`src/hdl/gled_pkg.sv`:
```
`timescale 1ns / 1ps
// ----------------------------------------------------------------------------
// gled_pkg
// Shared types, sizes and helpers of the grid local extremum detector.
// ----------------------------------------------------------------------------
package gled_pkg;

  localparam int unsigned LineDepth   = 128;
  localparam int unsigned PixBits     = 16;
  localparam int unsigned ColBits     = $clog2(LineDepth);
  localparam int unsigned RowBits     = 12;
  localparam int unsigned MaxRows     = 4096;
  localparam int unsigned RowsRegBits = 13;
  localparam int unsigned ColsRegBits = 8;
  localparam int unsigned AddrBits    = 4;
  localparam int unsigned DataBits    = 32;

  typedef logic signed [PixBits-1:0] pix_t;

  typedef enum logic [1:0] {
    RegFrameRows    = 2'd0,
    RegFrameCols    = 2'd1,
    RegExtremumKind = 2'd2
  } reg_idx_e;

  // clamped frame geometry and mode
  typedef struct packed {
    logic [RowBits-1:0] last_row;
    logic [ColBits-1:0] last_col;
    logic               kind;
  } cfg_t;

  // pixel entering the decision stage with its position and border flags
  typedef struct packed {
    pix_t               pixel;
    logic [RowBits-1:0] row;
    logic [ColBits-1:0] col;
    logic               bank;
    logic               has_up;
    logic               has_up2;
    logic               has_left;
    logic               has_left2;
    logic               has_right;
    logic               last_row;
    logic               last_col;
  } item_t;

  // read data of both line stores, at column j and j+1
  typedef struct packed {
    pix_t a0;
    pix_t a1;
    pix_t b0;
    pix_t b1;
  } rd_t;

  typedef struct packed {
    logic [RowBits-1:0] row;
    logic [ColBits-1:0] col;
    pix_t               pix;
    logic               ext;
    logic               done;
  } res_t;

  // centre wins against neighbour in the selected sense
  function automatic logic beats(input logic kind, input pix_t centre, input pix_t nb);
    return kind ? (centre > nb) : (centre < nb);
  endfunction

endpackage

```
`src/hdl/gled_line_store.sv`:
```
`timescale 1ns / 1ps
// ----------------------------------------------------------------------------
// gled_line_store
// One row of pixels: one write port, two registered read ports, read first.
// ----------------------------------------------------------------------------
module gled_line_store (
  input  logic                         clk_i,
  input  logic                         we_i,
  input  logic [gled_pkg::ColBits-1:0] waddr_i,
  input  gled_pkg::pix_t               wdata_i,
  input  logic                         re_i,
  input  logic [gled_pkg::ColBits-1:0] raddr0_i,
  input  logic [gled_pkg::ColBits-1:0] raddr1_i,
  output gled_pkg::pix_t               rdata0_o,
  output gled_pkg::pix_t               rdata1_o
);

  gled_pkg::pix_t mem_q [gled_pkg::LineDepth];
  gled_pkg::pix_t rd0_q, rd1_q;

  always_ff @(posedge clk_i) begin
    if (re_i) begin
      rd0_q <= mem_q[raddr0_i];
      rd1_q <= mem_q[raddr1_i];
    end
    if (we_i) begin
      mem_q[waddr_i] <= wdata_i;
    end
  end

  assign rdata0_o = rd0_q;
  assign rdata1_o = rd1_q;

endmodule

```
`config.mk`:
```
export PLATFORM = sky130hd
export DESIGN_NAME = gled_line_store
export DESIGN_NICKNAME = d
export VERILOG_FILES = /design/src/hdl/gled_pkg.sv /design/src/hdl/gled_line_store.sv
export SDC_FILE = /design/constraint.sdc
export NUM_CORES = 2
export LEC_CHECK = 0
export BUFFER_PORTS_ARGS = -buffer_cell sky130_fd_sc_hd__buf_2
export CORE_MARGIN = 2
export CORE_UTILIZATION = 35
export CTS_BUF_LIST = sky130_fd_sc_hd__clkbuf_4 sky130_fd_sc_hd__clkbuf_8
export DETAILED_ROUTE_END_ITERATION = 7
export PLACE_DENSITY = 0.6
export SLEW_MARGIN = 20
export SYNTH_ARGS = -nofsm -noshare
export SYNTH_HDL_FRONTEND = slang
export SYNTH_SLANG_ARGS = --single-unit
```
`constraint.sdc`:
```
create_clock -name clk_i -period 6.2 [get_ports clk_i]
set_input_delay 0 -clock clk_i [delete_from_list [all_inputs] [get_ports clk_i]]
set_output_delay 0 -clock clk_i [all_outputs]
set_load 0.03 [all_outputs]
```
==> metrics.md <==
| Metric | Value |
|---|---|
| Classification of the worst setup path | `reg2reg` |
| H-tree lvl count | `5` |
| Data required time at the worst endpoint | `around 7.0 ns` |
| Total negative slack for setup checks | `0 ns` |
| Filler instances | `23600` |
| Final Instance Area | `0.108 mm²` |
| Total DRC errors in the routed layout | `0` |
| Via count of the first global-routing pass | `slightly above 50000` |
| Layout cell share with drive strength beyond 1 | `roughly half` |
| Total congestion overflow | `0` |
| Synth area leaders | `edfxtp_1, mux4_2, clkbuf_1` |
| Cts bufs inserted | `between 300 and 400` |
| Synth warn | `0` |
| CTS tree | `yes` |
| Footprint of the multi-input gates | `0.0320 mm²` |
| Worst Tran Pin Value | `approximately 1.1 ns` |
| Power Internal | `about 0.023 W` |
| Count of standard-cell rows | `about 190` |
| Detail-routed via count per cell | `6.02` |
| Leading cell types by count after synthesis | `edfxtp_1, mux4_2, clkbuf_1` |
| Mapped Cells | `between 3000 and 4000` |
| Endpoint kind of the worst setup timing path | `flop` |
| Switching share of power | `roughly a quarter` |
| Switching power total | `0.00704 W` |
| Clock Sinks | `2080` |
| Initial antenna violation count | `36` |
| CP arrival | `~4 ns` |
| Pin count of the biggest net entering global routing | `107` |
| Average wire per cell in the routed design | `35.3 µm` |
| Post-detail-place hpwl | `between 150000 and 200000 µm` |
| Vertical die dimension | `approximately 530 µm` |
| Sequential-to-total area share from yosys stat | `65.7%` |
| Worst-path maximum fanout | `2` |
| Number of DRC markers in iteration 0 | `5940` |
| Fraction of power consumed by sequential logic | `a little over half` |
| FF/Latch Area | `roughly 0.062 mm²` |
| Final GP Congestion | `0.838` |
| IO Port Bufs | `71` |
| Run status | `finished clean` |
| Core area | `between 0.2 and 0.3 mm²` |
| Final worst path period share | `a little over half` |
| Pins over their slew limit | `0` |
| Clock skew after layout | `0.0852 ns` |
| Post-synth top area share | `between 60% and 70%` |
| Power density over the cells | `between 200 and 300 mW/mm²` |
| Synthesized cell area | `approximately 0.095 mm²` |
| Maximum root-to-sink buffer count | `4` |
| Total cell area at the placement stage | `approximately 0.1 mm²` |
| Final Hold Violating Endpoints | `0` |
| CTS Root Cell | `clkbuf_8` |
| Rel. slew slack | `29.2%` |
| Worst vdd ir | `around 240 µV` |
| Cell count of the worst reg-to-reg path | `5` |
| Proportion of power drawn by combinational gates | `8.9%` |
| Clk Latency, worst-skew pair | `1.05 ns` |
| Number of synthesized flops with an enable pin | `between 2000 and 2500` |
| Count of antenna-violating nets left after detailed routing | `0` |
| Post-route insts no fill | `~8100` |
| Total via count in the routed design | `roughly 49000` |
| Crit path cell chain | `mux4_2 -> mux4_2 -> mux4_2 -> mux2_2 -> dlygate4sd3_1` |
| Leak Pwr | `roughly 32 nW` |
| Cell with the most instances after synthesis | `edfxtp_1` |
| Distinct cell type count after synthesis | `15` |
| Most used flip-flop cell after synthesis | `edfxtp_1` |
| HP Class | `in2reg` |
| Post-synth net total | `3981` |
| Async set-reset flop share out of synthesis | `0%` |
| Floorplan die width | `between 500 and 600 µm` |
| Worst hold-check slack | `around 0.09 ns` |
| Worst Hold Path Cells | `2` |
| CP most frequent cell | `mux4_2` |
| Floorplan die area | `0.276 mm²` |
| Syn Area/Cell | `between 20 and 25 µm²` |
| Clock Power Share | `38.5%` |
| Number of search-and-repair iterations in the first detailed-routing pass | `5` |
| Delay of the slowest cell on the worst path | `around 0.64 ns` |
| Number of placed instances with taps included | `approximately 7400` |
| Final core area utilization | `about two fifths` |
| Number of nets in the final layout | `4292` |
| Critical-path top delay cell | `mux4_2` |
| Signed area change from the synthesized netlist to the final layout | `13.3%` |
| Fmax | `about 300 MHz` |
| Max-capacitance violation count | `0` |
| Setup repair after global routing missed its margin | `no` |
| I/O pin total | `~70` |
| Post-detailed-routing wire length | `285000 µm` |
| Cell type with the largest total area after synthesis | `edfxtp_1` |
| Initial core utilization | `35.2%` |
| Yosys reg bits | `approximately 2100` |
| Kind of launch point of the worst setup path | `flop` |
| Clock transition at path regs | `~0.06 ns` |
| Minimum clock period after layout | `roughly 3.3 ns` |
| Global-route wire length before repair | `~400000 µm` |
| Setup violation total in the final timing report | `0` |
| GRT Resource Usage Total | `20.5%` |
## critical path: cells and delay by family, from the launching register on
kind / cells / cell delay (ns)
multiplexers: 4 / 2.03
buffers and inverters: 1 / 0.55
flip-flops: 1 / 0.40
## final cells by class
class | count | share of cell area [%]
diodes | 18 | 0.0418
clock buffers | 437 | 5.08
clock inverters | 137 | 0.692
well taps | 3570 | 4.15
repair buffers | 282 | 2.43
multi-input cells | 1546 | 29.7
flip-flops and latches | 2080 | 58.0
## power by group through the flow
stage,Sequential (W),Combinational [W],Clock (W)
2_1_floorplan,0.0159,0.00148,0
3_3_place_gp,0.0159,0.00259,0
3_5_place_dp,0.0159,0.00261,0
4_1_cts,0.0156,0.00265,0.0116
5_1_grt,0.0156,0.00274,0.0122
6_report,0.0156,0.00264,0.0114
## registers in the layout, summed over array words and instances (netlist names)
name	count
mem_q	2048
rdata0_o	16
rdata1_o	16
## cell families after synthesis
logic type             count (synthesis)  share of synthesized area [%]
DFF                                 2080                           65.7
muxes                               1376                           32.2
buffers and inverters                315                           1.40
and+or+nand+nor                      170                          0.733
## worst paths after layout
| check | startpoint | end | slack [ns] |
|---|---|---|---|
| worst max-delay path | mem_q[68][10] | rdata1_o[10] | 2.94 |
| worst min-delay path | wdata_i[2] | mem_q[54][2] | 0.09 |
| worst max register to register | mem_q[68][10] | rdata1_o[10] | 2.94 |
| worst min register to register | mem_q[61][3] | rdata0_o[3] | 1.23 |
## metal layers
layer	up-vias	GRT usage (%)	share of wire, %
met1	27000	27.0	38
met3	457	4.72	9.2
li1	18600	-	-
met4	10	8.18	4.0
met5	-	0	0.021
met2	2469	33.0	49
## layout by cell type (no fill, tap or decap), types with 12 or more instances in the layout
cell type and instances:
dlygate4sd3_1 49, nor2_4 57, nor2_2 62, mux4_2 1344
clkinv_2 43, buf_2 47, buf_12 35, buf_4 142
nand2_1 14, edfxtp_1 2080, clkinv_1 83, mux2_2 32
nand3_1 12, clkbuf_4 87, clkbuf_8 352, diode_2 18
## repair_timing
item	in CTS	in global routing
hold buffers	51	0
endpoints found under the hold margin	2551	0
gates resized for setup	0	0
setup buffers	0	0
## stage by stage
step | setup WS [ns] | power [W]
after floorplan | 3.57 | 0.0174
after detailed placement | 2.45 | 0.0185
after global routing | 2.90 | 0.0306
after CTS | 2.95 | 0.0299
after global placement | 2.44 | 0.0185
final | 2.94 | 0.0297
Power figures use the tool's default switching activity.
