$ cat config.mk
export PLATFORM = sky130hd
export DESIGN_NAME = gled_cfg_regs
export DESIGN_NICKNAME = d
export VERILOG_FILES = /design/src/hdl/gled_pkg.sv /design/src/hdl/gled_cfg_regs.sv
export SDC_FILE = /design/constraint.sdc
export NUM_CORES = 1
export LEC_CHECK = 0
export ABC_AREA = 0
export ABC_CLOCK_PERIOD_IN_PS = 1500
export BUFFER_PORTS_ARGS = -buffer_cell sky130_fd_sc_hd__buf_4
export CAP_MARGIN = 20
export CORE_MARGIN = 2
export CORE_UTILIZATION = 40
export DETAILED_ROUTE_END_ITERATION = 8
export MAX_ROUTING_LAYER = met4
export PLACE_DENSITY = 0.74
export SETUP_SLACK_MARGIN = 0.2
export SYNTH_ARGS = -nofsm -noshare
export SYNTH_HDL_FRONTEND = slang
export SYNTH_SLANG_ARGS = --single-unit
$ cat constraint.sdc
create_clock -name clk_i -period 1.5 [get_ports clk_i]
set_clock_uncertainty 0.05 [all_clocks]
set_input_delay 0 -clock clk_i [delete_from_list [all_inputs] [get_ports clk_i]]
set_output_delay 0 -clock clk_i [all_outputs]
set_load 0.01 [all_outputs]
$ cat src/hdl/gled_pkg.sv
`timescale 1ns / 1ps
// ----------------------------------------------------------------------------
// gled_pkg
// Shared types, sizes and helpers of the grid local extremum detector.
// ----------------------------------------------------------------------------
package gled_pkg;

  localparam int unsigned LineDepth   = 128;
  localparam int unsigned PixBits     = 16;
  localparam int unsigned ColBits     = $clog2(LineDepth);
  localparam int unsigned RowBits     = 12;
  localparam int unsigned MaxRows     = 4096;
  localparam int unsigned RowsRegBits = 13;
  localparam int unsigned ColsRegBits = 8;
  localparam int unsigned AddrBits    = 4;
  localparam int unsigned DataBits    = 32;

  typedef logic signed [PixBits-1:0] pix_t;

  typedef enum logic [1:0] {
    RegFrameRows    = 2'd0,
    RegFrameCols    = 2'd1,
    RegExtremumKind = 2'd2
  } reg_idx_e;

  // clamped frame geometry and mode
  typedef struct packed {
    logic [RowBits-1:0] last_row;
    logic [ColBits-1:0] last_col;
    logic               kind;
  } cfg_t;

  // pixel entering the decision stage with its position and border flags
  typedef struct packed {
    pix_t               pixel;
    logic [RowBits-1:0] row;
    logic [ColBits-1:0] col;
    logic               bank;
    logic               has_up;
    logic               has_up2;
    logic               has_left;
    logic               has_left2;
    logic               has_right;
    logic               last_row;
    logic               last_col;
  } item_t;

  // read data of both line stores, at column j and j+1
  typedef struct packed {
    pix_t a0;
    pix_t a1;
    pix_t b0;
    pix_t b1;
  } rd_t;

  typedef struct packed {
    logic [RowBits-1:0] row;
    logic [ColBits-1:0] col;
    pix_t               pix;
    logic               ext;
    logic               done;
  } res_t;

  // centre wins against neighbour in the selected sense
  function automatic logic beats(input logic kind, input pix_t centre, input pix_t nb);
    return kind ? (centre > nb) : (centre < nb);
  endfunction

endpackage

$ cat src/hdl/gled_cfg_regs.sv
`timescale 1ns / 1ps
// ----------------------------------------------------------------------------
// gled_cfg_regs
// APB register file: frame size and mode, clamped geometry, restart pulse.
// ----------------------------------------------------------------------------
module gled_cfg_regs (
  input  logic                          clk_i,
  input  logic                          rst_ni,
  input  logic                          psel,
  input  logic                          penable,
  input  logic                          pwrite,
  input  logic [gled_pkg::AddrBits-1:0] paddr,
  input  logic [gled_pkg::DataBits-1:0] pwdata,
  output logic [gled_pkg::DataBits-1:0] prdata,
  output logic                          pready,
  output gled_pkg::cfg_t                cfg_o,
  output logic                          restart_o
);

  logic [gled_pkg::RowsRegBits-1:0] rows_q, rows_d, rows_m1;
  logic [gled_pkg::ColsRegBits-1:0] cols_q, cols_d, cols_m1;
  logic                             kind_q, kind_d;
  logic [1:0]                       idx;
  logic                             wr;

  assign pready = 1'b1;
  assign idx    = paddr[gled_pkg::AddrBits-1:2];
  assign wr     = psel && penable && pwrite && pready;

  always_comb begin
    rows_d    = rows_q;
    cols_d    = cols_q;
    kind_d    = kind_q;
    restart_o = wr && (idx inside {gled_pkg::RegFrameRows, gled_pkg::RegFrameCols,
                                   gled_pkg::RegExtremumKind});
    if (wr) begin
      case (idx)
        gled_pkg::RegFrameRows:    rows_d = pwdata[gled_pkg::RowsRegBits-1:0];
        gled_pkg::RegFrameCols:    cols_d = pwdata[gled_pkg::ColsRegBits-1:0];
        gled_pkg::RegExtremumKind: kind_d = pwdata[0];
        default: ;
      endcase
    end
  end

  always_comb begin
    case (idx)
      gled_pkg::RegFrameRows:    prdata = gled_pkg::DataBits'(rows_q);
      gled_pkg::RegFrameCols:    prdata = gled_pkg::DataBits'(cols_q);
      gled_pkg::RegExtremumKind: prdata = gled_pkg::DataBits'(kind_q);
      default:                   prdata = '0;
    endcase
  end

  // zero acts as one, oversize as the maximum
  assign rows_m1 = rows_q - gled_pkg::RowsRegBits'(1);
  assign cols_m1 = cols_q - gled_pkg::ColsRegBits'(1);

  always_comb begin
    if (rows_q == '0) begin
      cfg_o.last_row = '0;
    end else if (rows_q >= gled_pkg::RowsRegBits'(gled_pkg::MaxRows)) begin
      cfg_o.last_row = '1;
    end else begin
      cfg_o.last_row = rows_m1[gled_pkg::RowBits-1:0];
    end
    if (cols_q == '0) begin
      cfg_o.last_col = '0;
    end else if (cols_q >= gled_pkg::ColsRegBits'(gled_pkg::LineDepth)) begin
      cfg_o.last_col = '1;
    end else begin
      cfg_o.last_col = cols_m1[gled_pkg::ColBits-1:0];
    end
    cfg_o.kind = kind_q;
  end

  always_ff @(posedge clk_i or negedge rst_ni) begin
    if (!rst_ni) begin
      rows_q <= gled_pkg::RowsRegBits'(8);
      cols_q <= gled_pkg::ColsRegBits'(8);
      kind_q <= 1'b0;
    end else begin
      rows_q <= rows_d;
      cols_q <= cols_d;
      kind_q <= kind_d;
    end
  end

endmodule

==> out/metrics.cfg <==
[clock_network]
clkSlewWorstSetupHoldPaths_ns=0.08
clk-insertion-delay-late_ns=0.26
cts_tree=yes
h-tree-depth=1
numCtsBuffers=3
cts_root_buffer=clkbuf_8
cts.sinks=22
ctsLongestPathBuffers=2

[critical_path]
cp_max_fo=6
crit_path_start_kind=flop
reg2reg_slack_ns=0.48
crit_type=flop to output pin
reg2reg_depth=2
r2r_start=rows_q[10]$_DFFE_PN0P_
arrival_ns=1.99
timing.rr.end=rows_q[10]$_DFFE_PN0P_
worstSetupEndpoint=cfg_o[17]
cp-end-kind=output pin
crit_start=rows_q[0]$_DFFE_PN0P_
crit_required_ns=1.45

[synth]
synthCells=175
yosysUniqueCellTypes=42
seq_area_frac_synth_pct=32.55
synth_top_family_by_area=multiplexers
synth-compound-area-share_pct=9.720
synth_area_um2=1699
yosys_register_bits=22
synthAdderAreaFrac_pct=2.946
muxShareOfSynthArea_pct=19.15
synth-simple-area-share_pct=16.79
avgSynthCellArea_um2=9.709
synth-xor-area-share_pct=5.155
ys_warn_count=0

[grt]
grt.overflow.total=0
grt_max_degree=23
antenna_found_initial=0
grt_pass1_wl_um=7610
grtUsageTotal_pct=20.38
grt_pass1_vias=1557

[die]
ioPinCount=95
rows=23
die_w_um=69.18
initial_core_util_pct=41.87
die_y_um=69.18
core_area_um2=4058
dieArea_um2=4785

[power_and_ir_drop]
power.internal_uw=2194
p_sw_uw=1281
vdd_drop_max_uv=860.9
comb_power_share_pct=58.3
swShare_pct=36.86
power.density_nw_per_um2=1272
p_leak_uw=0.001271
p_clk_share_pct=16.2
seqPwrFrac_pct=25.5

[routing]
ant_nets=0
wirelength_um=4776
wl_per_cell_um=14.83
via_count=1617
vias_per_cell=5.022
drc=0
dr.first_iter.drc_count=49
drt-pass1-iter-count=4

[sta]
fin_tns_setup_ns=-6.492
finalMaxSlewViolations=0
holdWs_ns=0.1105
period_needed_ns=2.042
max_freq_mhz=489.8
finalSetupViolations=19
rsz0062_at_grt=yes
fin_ws_ns=-0.5418
period_share_pct=136.1
finalHoldViolations=0

[outcome]
violations=negative setup slack
status=finished with violations

[placement]
place_ws_ns=-0.2217
placed_area_um2=2251
dp_hpwl_um=3115
place_inst=291
port_buffers=53
gp_congestion=0.8455

[finish]
n_antenna_cell=0
drive_gt1_share_pct=56.99
multiInputGateArea_um2=1175
stdcell_area_um2=2733
nNetsFinal=318
stdcell_count=322
synthToLayoutAreaGrowth_pct=60.82
seq_area_um2=554.3
n_fill_cell=305

[hold_path]
hold_path_class=primary input to async pin

[run]
cap_viol_max_count=0

-- routing by layer --
metal  vias to the layer above  track usage, %  part of all wire [%]
met5                         -               -                     0
met2                        68           32.26                    49
li1                        762               -                     -
met4                         0           8.497                   2.7
met1                       774           26.59                    43
met3                        13           2.326                   5.0
-- area by class of cell --
type / instances / area share (%)
Clock buffer: 3 / 1.511
Tap cell: 50 / 2.289
Multi-Input combinational cell: 137 / 42.99
Inverter: 5 / 0.8700
Clock inverter: 1 / 1.099
Timing Repair Buffer: 104 / 30.95
Sequential cell: 22 / 20.28
-- stage by stage --
step / power, uW / util, %
2_1_floorplan: 1847 / -
3_3_place_gp: 2465 / 55.47
6_report: 3476 / 67.35
3_5_place_dp: 2495 / 55.47
4_1_cts: 3322 / 65.00
5_1_grt: 3683 / 67.35
-- cell families after synthesis --
family                   count (synthesis)
other                                    2
XOR/XNOR                                10
AND/OR/NAND/NOR                         48
multiplexers                            30
buffers and inverters                   34
adder cells (fa/ha/maj)                  4
flip-flops                              22
AO/OA/AOI/OAI                           25
-- registers in the layout (all words and copies together) (netlist names) --
register	flops
kind_q	1
rows_q	13
cols_q	8
-- worst max-delay path, cell delays in order (launching register included) --
cell	delay (ns)
dfrtp_1	0.43
or4_4	0.65
nor2_4	0.14
mux2i_1	0.09
o31a_2	0.30
buf_6	0.12
-- layout by cell type (no fill, tap or decap), types with 3 or more instances in the layout --
master,synthesis,layout
dfrtp_1,20,19
a21oi_2,1,8
inv_1,5,3
nand2_1,3,3
mux2_2,20,20
nor3_4,0,3
nor2_1,17,14
mux2i_1,10,9
dlygate4sd3_1,0,14
xnor2_1,7,5
o21bai_1,5,4
and2_1,4,4
buf_6,2,8
buf_4,22,82
clkbuf_8,0,3
xor2_1,3,3
conb_1,2,20
-- cells in the mapped netlist, drive strengths merged --
cell | count | area (um2)
or3b | 1 | 8.760
nand3 | 2 | 10.01
nor3b | 3 | 32.53
a22oi | 1 | 7.510
o31a | 1 | 10.01
a211o | 1 | 8.760
o21ai | 3 | 15.01
or3 | 2 | 12.51
and2 | 4 | 25.02
o31ai | 2 | 15.01
buf | 26 | 195.2
and3 | 2 | 12.51
dfstp | 2 | 52.55
conb | 2 | 7.510
ha | 4 | 50.05
mux2i | 10 | 100.1
or2 | 1 | 6.260
or4 | 2 | 18.77
nand2 | 3 | 11.26
nand2b | 1 | 6.260
o21bai | 5 | 37.54
clkbuf | 3 | 11.26
nor3 | 5 | 30.03
xnor2 | 7 | 61.31
nor4 | 3 | 33.78
nand3b | 1 | 7.510
inv | 5 | 18.77
xor2 | 3 | 26.28
a21oi | 10 | 53.80
dfrtp | 20 | 500.5
a31oi | 1 | 6.260
nor2 | 17 | 63.81
nor2b | 1 | 6.260
mux2 | 20 | 225.2
o32a | 1 | 11.26
-- repair_timing --
action	in CTS	in global routing
hold endpoints to repair	44	0
setup buffers	9	4
gates resized for setup	27	12
setup endpoints to repair	21	24
hold buffers	14	0
pin swaps	11	11
gates cloned	0	0
-- power by group through the flow --
stage | clock network (uW) | registers, uW | logic [uW]
after floorplan | 0 | 910 | 937
after global placement | 0 | 880 | 1580
after detailed placement | 0 | 889 | 1610
after CTS | 570 | 878 | 1870
after global routing | 609 | 907 | 2170
final | 564 | 885 | 2030
-- worst min-delay path by stage --
stage | start | end | slack [ns]
floorplan | rst_ni | cols_q[0]$_DFFE_PN0P_ | -0.35
global placement | rst_ni | rows_q[9]$_DFFE_PN0P_ | -0.15
detailed placement | rst_ni | rows_q[9]$_DFFE_PN0P_ | -0.14
CTS | rst_ni | cols_q[4]$_DFFE_PN0P_ | 0.12
global route | rst_ni | rows_q[0]$_DFFE_PN0P_ | 0.13
finish | rst_ni | rows_q[9]$_DFFE_PN0P_ | 0.11
(Power assumes the default switching activity.)
