==> config.mk <==
export PLATFORM = sky130hd
export DESIGN_NAME = gled_decide_flat
export DESIGN_NICKNAME = d
export VERILOG_FILES = /design/src/hdl/gled_pkg.sv /design/src/hdl/gled_if.sv /design/src/hdl/gled_decide.sv /design/src/flat_wrapper.sv
export SDC_FILE = /design/constraint.sdc
export NUM_CORES = 1
export LEC_CHECK = 0
export BUFFER_PORTS_ARGS = -buffer_cell sky130_fd_sc_hd__buf_2
export CAP_MARGIN = 20
export CORE_MARGIN = 3
export CORE_UTILIZATION = 55
export CTS_CLUSTER_SIZE = 40
export DETAILED_ROUTE_END_ITERATION = 10
export GPL_TIMING_DRIVEN = 0
export PLACE_DENSITY_LB_ADDON = 0.1
export SKIP_LAST_GASP = 1
export SLEW_MARGIN = 5
export SYNTH_ARGS = -nofsm -noshare
export SYNTH_HDL_FRONTEND = slang
export SYNTH_SLANG_ARGS = --single-unit
==> constraint.sdc <==
create_clock -name clk_i -period 8.35 [get_ports clk_i]
set_input_delay 0.4175 -clock clk_i [delete_from_list [all_inputs] [get_ports clk_i]]
set_output_delay 0.4175 -clock clk_i [all_outputs]
set_load 0.01 [all_outputs]
==> src/hdl/gled_pkg.sv <==
`timescale 1ns / 1ps
// ----------------------------------------------------------------------------
// gled_pkg
// Shared types, sizes and helpers of the grid local extremum detector.
// ----------------------------------------------------------------------------
package gled_pkg;

  localparam int unsigned LineDepth   = 128;
  localparam int unsigned PixBits     = 16;
  localparam int unsigned ColBits     = $clog2(LineDepth);
  localparam int unsigned RowBits     = 12;
  localparam int unsigned MaxRows     = 4096;
  localparam int unsigned RowsRegBits = 13;
  localparam int unsigned ColsRegBits = 8;
  localparam int unsigned AddrBits    = 4;
  localparam int unsigned DataBits    = 32;

  typedef logic signed [PixBits-1:0] pix_t;

  typedef enum logic [1:0] {
    RegFrameRows    = 2'd0,
    RegFrameCols    = 2'd1,
    RegExtremumKind = 2'd2
  } reg_idx_e;

  // clamped frame geometry and mode
  typedef struct packed {
    logic [RowBits-1:0] last_row;
    logic [ColBits-1:0] last_col;
    logic               kind;
  } cfg_t;

  // pixel entering the decision stage with its position and border flags
  typedef struct packed {
    pix_t               pixel;
    logic [RowBits-1:0] row;
    logic [ColBits-1:0] col;
    logic               bank;
    logic               has_up;
    logic               has_up2;
    logic               has_left;
    logic               has_left2;
    logic               has_right;
    logic               last_row;
    logic               last_col;
  } item_t;

  // read data of both line stores, at column j and j+1
  typedef struct packed {
    pix_t a0;
    pix_t a1;
    pix_t b0;
    pix_t b1;
  } rd_t;

  typedef struct packed {
    logic [RowBits-1:0] row;
    logic [ColBits-1:0] col;
    pix_t               pix;
    logic               ext;
    logic               done;
  } res_t;

  // centre wins against neighbour in the selected sense
  function automatic logic beats(input logic kind, input pix_t centre, input pix_t nb);
    return kind ? (centre > nb) : (centre < nb);
  endfunction

endpackage

==> src/hdl/gled_if.sv <==


interface gled_dec_if;
  logic                         valid;
  logic                         ready;
  logic [gled_pkg::RowBits-1:0] pixel_row;
  logic [gled_pkg::ColBits-1:0] pixel_col;
  gled_pkg::pix_t               pixel_out;
  logic                         is_extremum;
  logic                         frame_done;

  modport source (output valid, output pixel_row, output pixel_col, output pixel_out,
                  output is_extremum, output frame_done, input ready);
  modport sink   (input valid, input pixel_row, input pixel_col, input pixel_out,
                  input is_extremum, input frame_done, output ready);
endinterface

==> src/hdl/gled_decide.sv <==
`timescale 1ns / 1ps
// ----------------------------------------------------------------------------
// gled_decide
// Neighbour compares on the store read data, up to three decisions per
// pixel issued one a cycle into the output register while dec_o takes them.
// ----------------------------------------------------------------------------
module gled_decide (
  input  logic              clk_i,
  input  logic              rst_ni,
  input  logic              kind_i,
  input  logic              accept_i,
  input  gled_pkg::item_t   item_i,
  input  gled_pkg::rd_t     rd_i,
  output logic              ready_o,
  gled_dec_if.source        dec_o
);

  gled_pkg::item_t s1_q;
  gled_pkg::pix_t  hist_p_q, hist2_q, hist_prv_q;
  gled_pkg::pix_t  old_w, prv_j, prv_j1;
  gled_pkg::res_t  top_r, row_r, end_r, pick, out_q, out_d;
  logic [2:0]      pend_q, pend_d, low, pend_after, pend_load;
  logic            out_valid_q, out_valid_d, push;

  always_comb begin
    old_w  = s1_q.bank ? rd_i.b0 : rd_i.a0;
    prv_j  = s1_q.bank ? rd_i.a0 : rd_i.b0;
    prv_j1 = s1_q.bank ? rd_i.a1 : rd_i.b1;

    // (i-1, j): row above the pixel just taken
    top_r.row  = s1_q.row - gled_pkg::RowBits'(1);
    top_r.col  = s1_q.col;
    top_r.pix  = prv_j;
    top_r.ext  = gled_pkg::beats(kind_i, prv_j, s1_q.pixel)
              && (!s1_q.has_up2   || gled_pkg::beats(kind_i, prv_j, old_w))
              && (!s1_q.has_left  || gled_pkg::beats(kind_i, prv_j, hist_prv_q))
              && (!s1_q.has_right || gled_pkg::beats(kind_i, prv_j, prv_j1));
    top_r.done = 1'b0;

    // (i, j-1): last row, left of the pixel just taken
    row_r.row  = s1_q.row;
    row_r.col  = s1_q.col - gled_pkg::ColBits'(1);
    row_r.pix  = hist_p_q;
    row_r.ext  = gled_pkg::beats(kind_i, hist_p_q, s1_q.pixel)
              && (!s1_q.has_up    || gled_pkg::beats(kind_i, hist_p_q, hist_prv_q))
              && (!s1_q.has_left2 || gled_pkg::beats(kind_i, hist_p_q, hist2_q));
    row_r.done = 1'b0;

    // (i, j): final pixel of the frame
    end_r.row  = s1_q.row;
    end_r.col  = s1_q.col;
    end_r.pix  = s1_q.pixel;
    end_r.ext  = (!s1_q.has_up   || gled_pkg::beats(kind_i, s1_q.pixel, prv_j))
              && (!s1_q.has_left || gled_pkg::beats(kind_i, s1_q.pixel, hist_p_q));
    end_r.done = 1'b1;
  end

  assign low        = pend_q & (~pend_q + 3'd1);
  assign pend_after = pend_q & ~low;
  assign push       = (pend_q != '0) && (!out_valid_q || dec_o.ready);
  assign ready_o    = (pend_q == '0) || (push && (pend_after == '0));
  assign pend_load  = {item_i.last_row && item_i.last_col,
                       item_i.last_row && item_i.has_left,
                       item_i.has_up};

  always_comb begin
    if (low[0]) begin
      pick = top_r;
    end else if (low[1]) begin
      pick = row_r;
    end else begin
      pick = end_r;
    end
    pend_d      = accept_i ? pend_load : (push ? pend_after : pend_q);
    out_valid_d = push ? 1'b1 : (dec_o.ready ? 1'b0 : out_valid_q);
    out_d       = push ? pick : out_q;
  end

  always_ff @(posedge clk_i or negedge rst_ni) begin
    if (!rst_ni) begin
      pend_q      <= '0;
      out_valid_q <= 1'b0;
    end else begin
      pend_q      <= pend_d;
      out_valid_q <= out_valid_d;
    end
  end

  // history of the two previous pixels of the row, and the row above
  always_ff @(posedge clk_i) begin
    out_q <= out_d;
    if (accept_i) begin
      s1_q       <= item_i;
      hist_p_q   <= s1_q.pixel;
      hist2_q    <= hist_p_q;
      hist_prv_q <= prv_j;
    end
  end

  assign dec_o.valid       = out_valid_q;
  assign dec_o.pixel_row   = out_q.row;
  assign dec_o.pixel_col   = out_q.col;
  assign dec_o.pixel_out   = out_q.pix;
  assign dec_o.is_extremum = out_q.ext;
  assign dec_o.frame_done  = out_q.done;

endmodule
==> src/flat_wrapper.sv <==
// flat-port wrapper written by rule: the top's interface ports become plain ports
module gled_decide_flat 
  (clk_i, rst_ni, kind_i, accept_i, item_i, rd_i, ready_o, dec_o_valid, dec_o_pixel_row, dec_o_pixel_col, dec_o_pixel_out, dec_o_is_extremum, dec_o_frame_done, dec_o_ready);
  gled_dec_if dec_o_i ();
  input  logic clk_i;
  input  logic rst_ni;
  input  logic kind_i;
  input  logic accept_i;
  input  gled_pkg::item_t item_i;
  input  gled_pkg::rd_t rd_i;
  output logic ready_o;
  output wire logic [$bits(dec_o_i.valid)-1:0] dec_o_valid;
  output wire logic [$bits(dec_o_i.pixel_row)-1:0] dec_o_pixel_row;
  output wire logic [$bits(dec_o_i.pixel_col)-1:0] dec_o_pixel_col;
  output wire logic [$bits(dec_o_i.pixel_out)-1:0] dec_o_pixel_out;
  output wire logic [$bits(dec_o_i.is_extremum)-1:0] dec_o_is_extremum;
  output wire logic [$bits(dec_o_i.frame_done)-1:0] dec_o_frame_done;
  input wire logic [$bits(dec_o_i.ready)-1:0] dec_o_ready;
  assign dec_o_valid = dec_o_i.valid;
  assign dec_o_pixel_row = dec_o_i.pixel_row;
  assign dec_o_pixel_col = dec_o_i.pixel_col;
  assign dec_o_pixel_out = dec_o_i.pixel_out;
  assign dec_o_is_extremum = dec_o_i.is_extremum;
  assign dec_o_frame_done = dec_o_i.frame_done;
  assign dec_o_i.ready = dec_o_ready;
  gled_decide u_core (.clk_i(clk_i), .rst_ni(rst_ni), .kind_i(kind_i), .accept_i(accept_i), .item_i(item_i), .rd_i(rd_i), .ready_o(ready_o), .dec_o(dec_o_i));
endmodule
==> metrics.csv <==
metric,value,unit
# diodes,0,
largest area contributor in the netlist,edfxtp_1,
core area,14040,µm²
Tmin final,4.220,ns
Pleak,4.333,nW
clock latency on the worst-skew pair,0.42,ns
Detailed Place HPWL,14.68,mm
via count,5977,
measured slew at the worst slew-check pin,0.7878,ns
vias in the first global route,6036,
quantity of gates resized following cts,0,
P per Cell Area,202.9,nW/µm²
largest net degree at the start of global routing,50,
post-synthesis cell count,691,
Max VDD drop,189.8,µV
final hold slack,0.1657,ns
Area growth syn-to-layout,20.62,%
layout cells sized above 1,0.2354,
antenna-violating nets left,0,
initial DRC count,511,
#FFs+latches synth,130,
Ys Warns,0,
Async SR Flop Fraction,0.03077,
Area contributors post-synth,"edfxtp_1 (47%), ha_1 (18%), mux2i_1 (6.0%)",
sequential fraction of the synthesis area,0.4870,
drt total wl,19.14,mm
Final Setup Violations,0,
Critical Path Start Type,flip-flop,
Post-CTS Setup Bufs,0,
Clock Root Buffer,clkbuf_16,
multi-input logic area,3761,µm²
Die H,126.4,µm
detailed-route wire length per cell,18.14,µm
IO Count,151,
first-pass iteration count of the detailed router,5,
CTS tree,yes,
H-tree Lvls,4,
Overall Global Routing Usage,0.2405,
# DRC,0,
Post-synth EDFFs,126,
Syn Std Cell Area,7975,µm²
max-slew violations,0,
PortBufs,149,
Netlist cell types,45,
element type at the critical path end,flip-flop,
Avg Synthesized Cell Area,11.54,µm²
total congestion overflow,0,
HP Class,primary input to flip-flop,
final core utilization,0.6850,
Sequential cell area,3884,µm²
Final Hold Viols,0,
Final Skew,0.009519,ns
WS Path Type,flip-flop to flip-flop,
vias per cell,5.665,
top cell type's share of synthesized area,0.4744,
Worst-path clk slew,0.07,ns
Final Power,0.001952,W
Max-slew headroom,0.4748,
initial antenna violation count,0,
Max Fclk,237.0,MHz
unrepaired setup endpoints after global routing,false,
WP data arrival,4.48,ns
placer congestion estimate,0.9309,
CTS sink count,130,
CTS buffer count,17,
Total Negative Setup Slacks,0,ns
starting density of the core,0.5679,
Max Cap Viol,0,
die area,15980,µm²
outcome,finished clean,
"Top FF cell, synth",edfxtp_1,
cts hold-fix bufs,1,
die width,126.4,µm
syn_nets,916,
Worst Path Max Fanout,10,
Final Cycle Share,0.5054,
Nets,1087,
# fillers,1052,
FP Rows,43,
WP data required,8.61,ns
Max Root-Sink Buffers,2,
global-route wire length before repair,30.31,mm
final cells by class:
cell class / instances / area share
buffer: 13 / 0.005073
clock buffer: 17 / 0.04422
clock inverter: 15 / 0.01795
inverter: 77 / 0.03005
multi-input combinational: 471 / 0.3910
sequential: 130 / 0.4037
tap: 180 / 0.02341
timing repair buffer: 152 / 0.08455
cell usage after synthesis (2+ instances only):
master,n
nand4_1,18
o22ai_1,2
o21ai_0,31
buf_1,9
o21ai_1,2
a21oi_1,45
mux2i_1,48
nor2b_1,7
a221o_1,2
and4_1,2
or3_1,4
xor2_1,12
o211ai_1,8
o31ai_1,2
a21boi_0,4
inv_1,77
ha_1,113
nand3_1,19
nor3b_1,2
nor4_1,5
dfrtp_1,4
mux2_2,19
a211oi_1,2
nor2_1,22
nand2b_1,5
nand2_1,52
nor3_1,6
edfxtp_1,126
a31oi_1,2
or4_1,4
clkbuf_1,4
xnor2_1,8
a21o_1,12
o21a_1,2
layer usage:
metal  vias up  track usage  share of wire
met3        21      0.04716          0.051
met4         0      0.05931          0.010
met1      2888       0.3194           0.44
li1       2910            -              -
met2       158       0.4085           0.50
met5         -            0              0
flip-flops by register name, summed over array words and instances (netlist names), 3 cells and up:
| signal | cells |
|---|---|
| u_core.dec_o.pixel_col | 7 |
| u_core.dec_o.pixel_out | 16 |
| u_core.dec_o.pixel_row | 12 |
| u_core.end_r | 35 |
| u_core.hist2_q | 16 |
| u_core.hist_p_q | 16 |
| u_core.hist_prv_q | 16 |
| u_core.pend_q | 3 |
| u_core.s1_q | 6 |
cells by family after synthesis:
group	synth area share
xor+xnor	0.02196
simple gates	0.09225
fa+ha+maj	0.1773
buf+inv	0.04236
mux	0.08707
flops	0.4870
compound gates	0.09209
critical path: stages (launching register included):
cell	delay [ns]
edfxtp_1	0.39
buf_1	0.47
buf_1	0.63
mux2i_1	0.19
ha_1	0.33
nand4_1	0.22
nor4_1	0.44
o21ai_0	0.28
a31oi_1	0.36
a21boi_0	0.20
a2111o_1	0.39
nand4_1	0.16
metrics by stage:
step	cells	area [µm²]	worst slack, ns
after floorplan	691	7975	5.151
after global placement	1020	8946	4.347
after detailed placement	1022	9011	4.272
after CTS	1055	9619	4.248
after global routing	1055	9619	3.899
final	1055	9619	4.130
power breakdown:
group	leakage (nW)	internal (W)	switching, W	total [W]
sequential	1.27	0.000787	0.0000349	0.000822
clock	0.289	0.000449	0.000306	0.000755
combinational	2.77	0.000159	0.000216	0.000375
total	4.33	0.00140	0.000557	0.00195
placed cells by master, fill, tap and decap left out, types with 19 or more instances in the layout:
cell      Yosys  final
a21oi_1      45     45
buf_2         0    148
edfxtp_1    126    126
mux2i_1      48     48
mux2_2       19     19
nor2_1       22     21
o21ai_0      31     31
nand2_1      52     52
nand3_1      19     19
ha_1        113    113
inv_1        77     77
path summary, 6_finish.rpt:
| check | start | endpoint | slack (ns) | cells after the start |
|---|---|---|---|---|
| max in group asynchronous | rst_ni | u_core.pend_q[1]$_DFFE_PN0P_ | 7.89 | 2 |
| hold reg to reg | u_core.hist_p_q[0]$_DFFE_PP_ | u_core.hist2_q[0]$_DFFE_PP_ | 0.50 | 0 |
| hold / removal | item_i[8] | u_core.end_r[18]$_DFFE_PP_ | 0.17 | 1 |
| setup reg to reg | u_core.s1_q[7]$_DFFE_PP_ | u_core.dec_o.is_extremum$_DFFE_PP_ | 4.13 | 11 |
| min in group asynchronous | rst_ni | u_core.dec_o.valid$_DFFE_PN0P_ | 0.34 | 2 |
| setup / recovery | u_core.s1_q[7]$_DFFE_PP_ | u_core.dec_o.is_extremum$_DFFE_PP_ | 4.13 | 11 |
No activity file was read; power rests on OpenSTA's default activity.
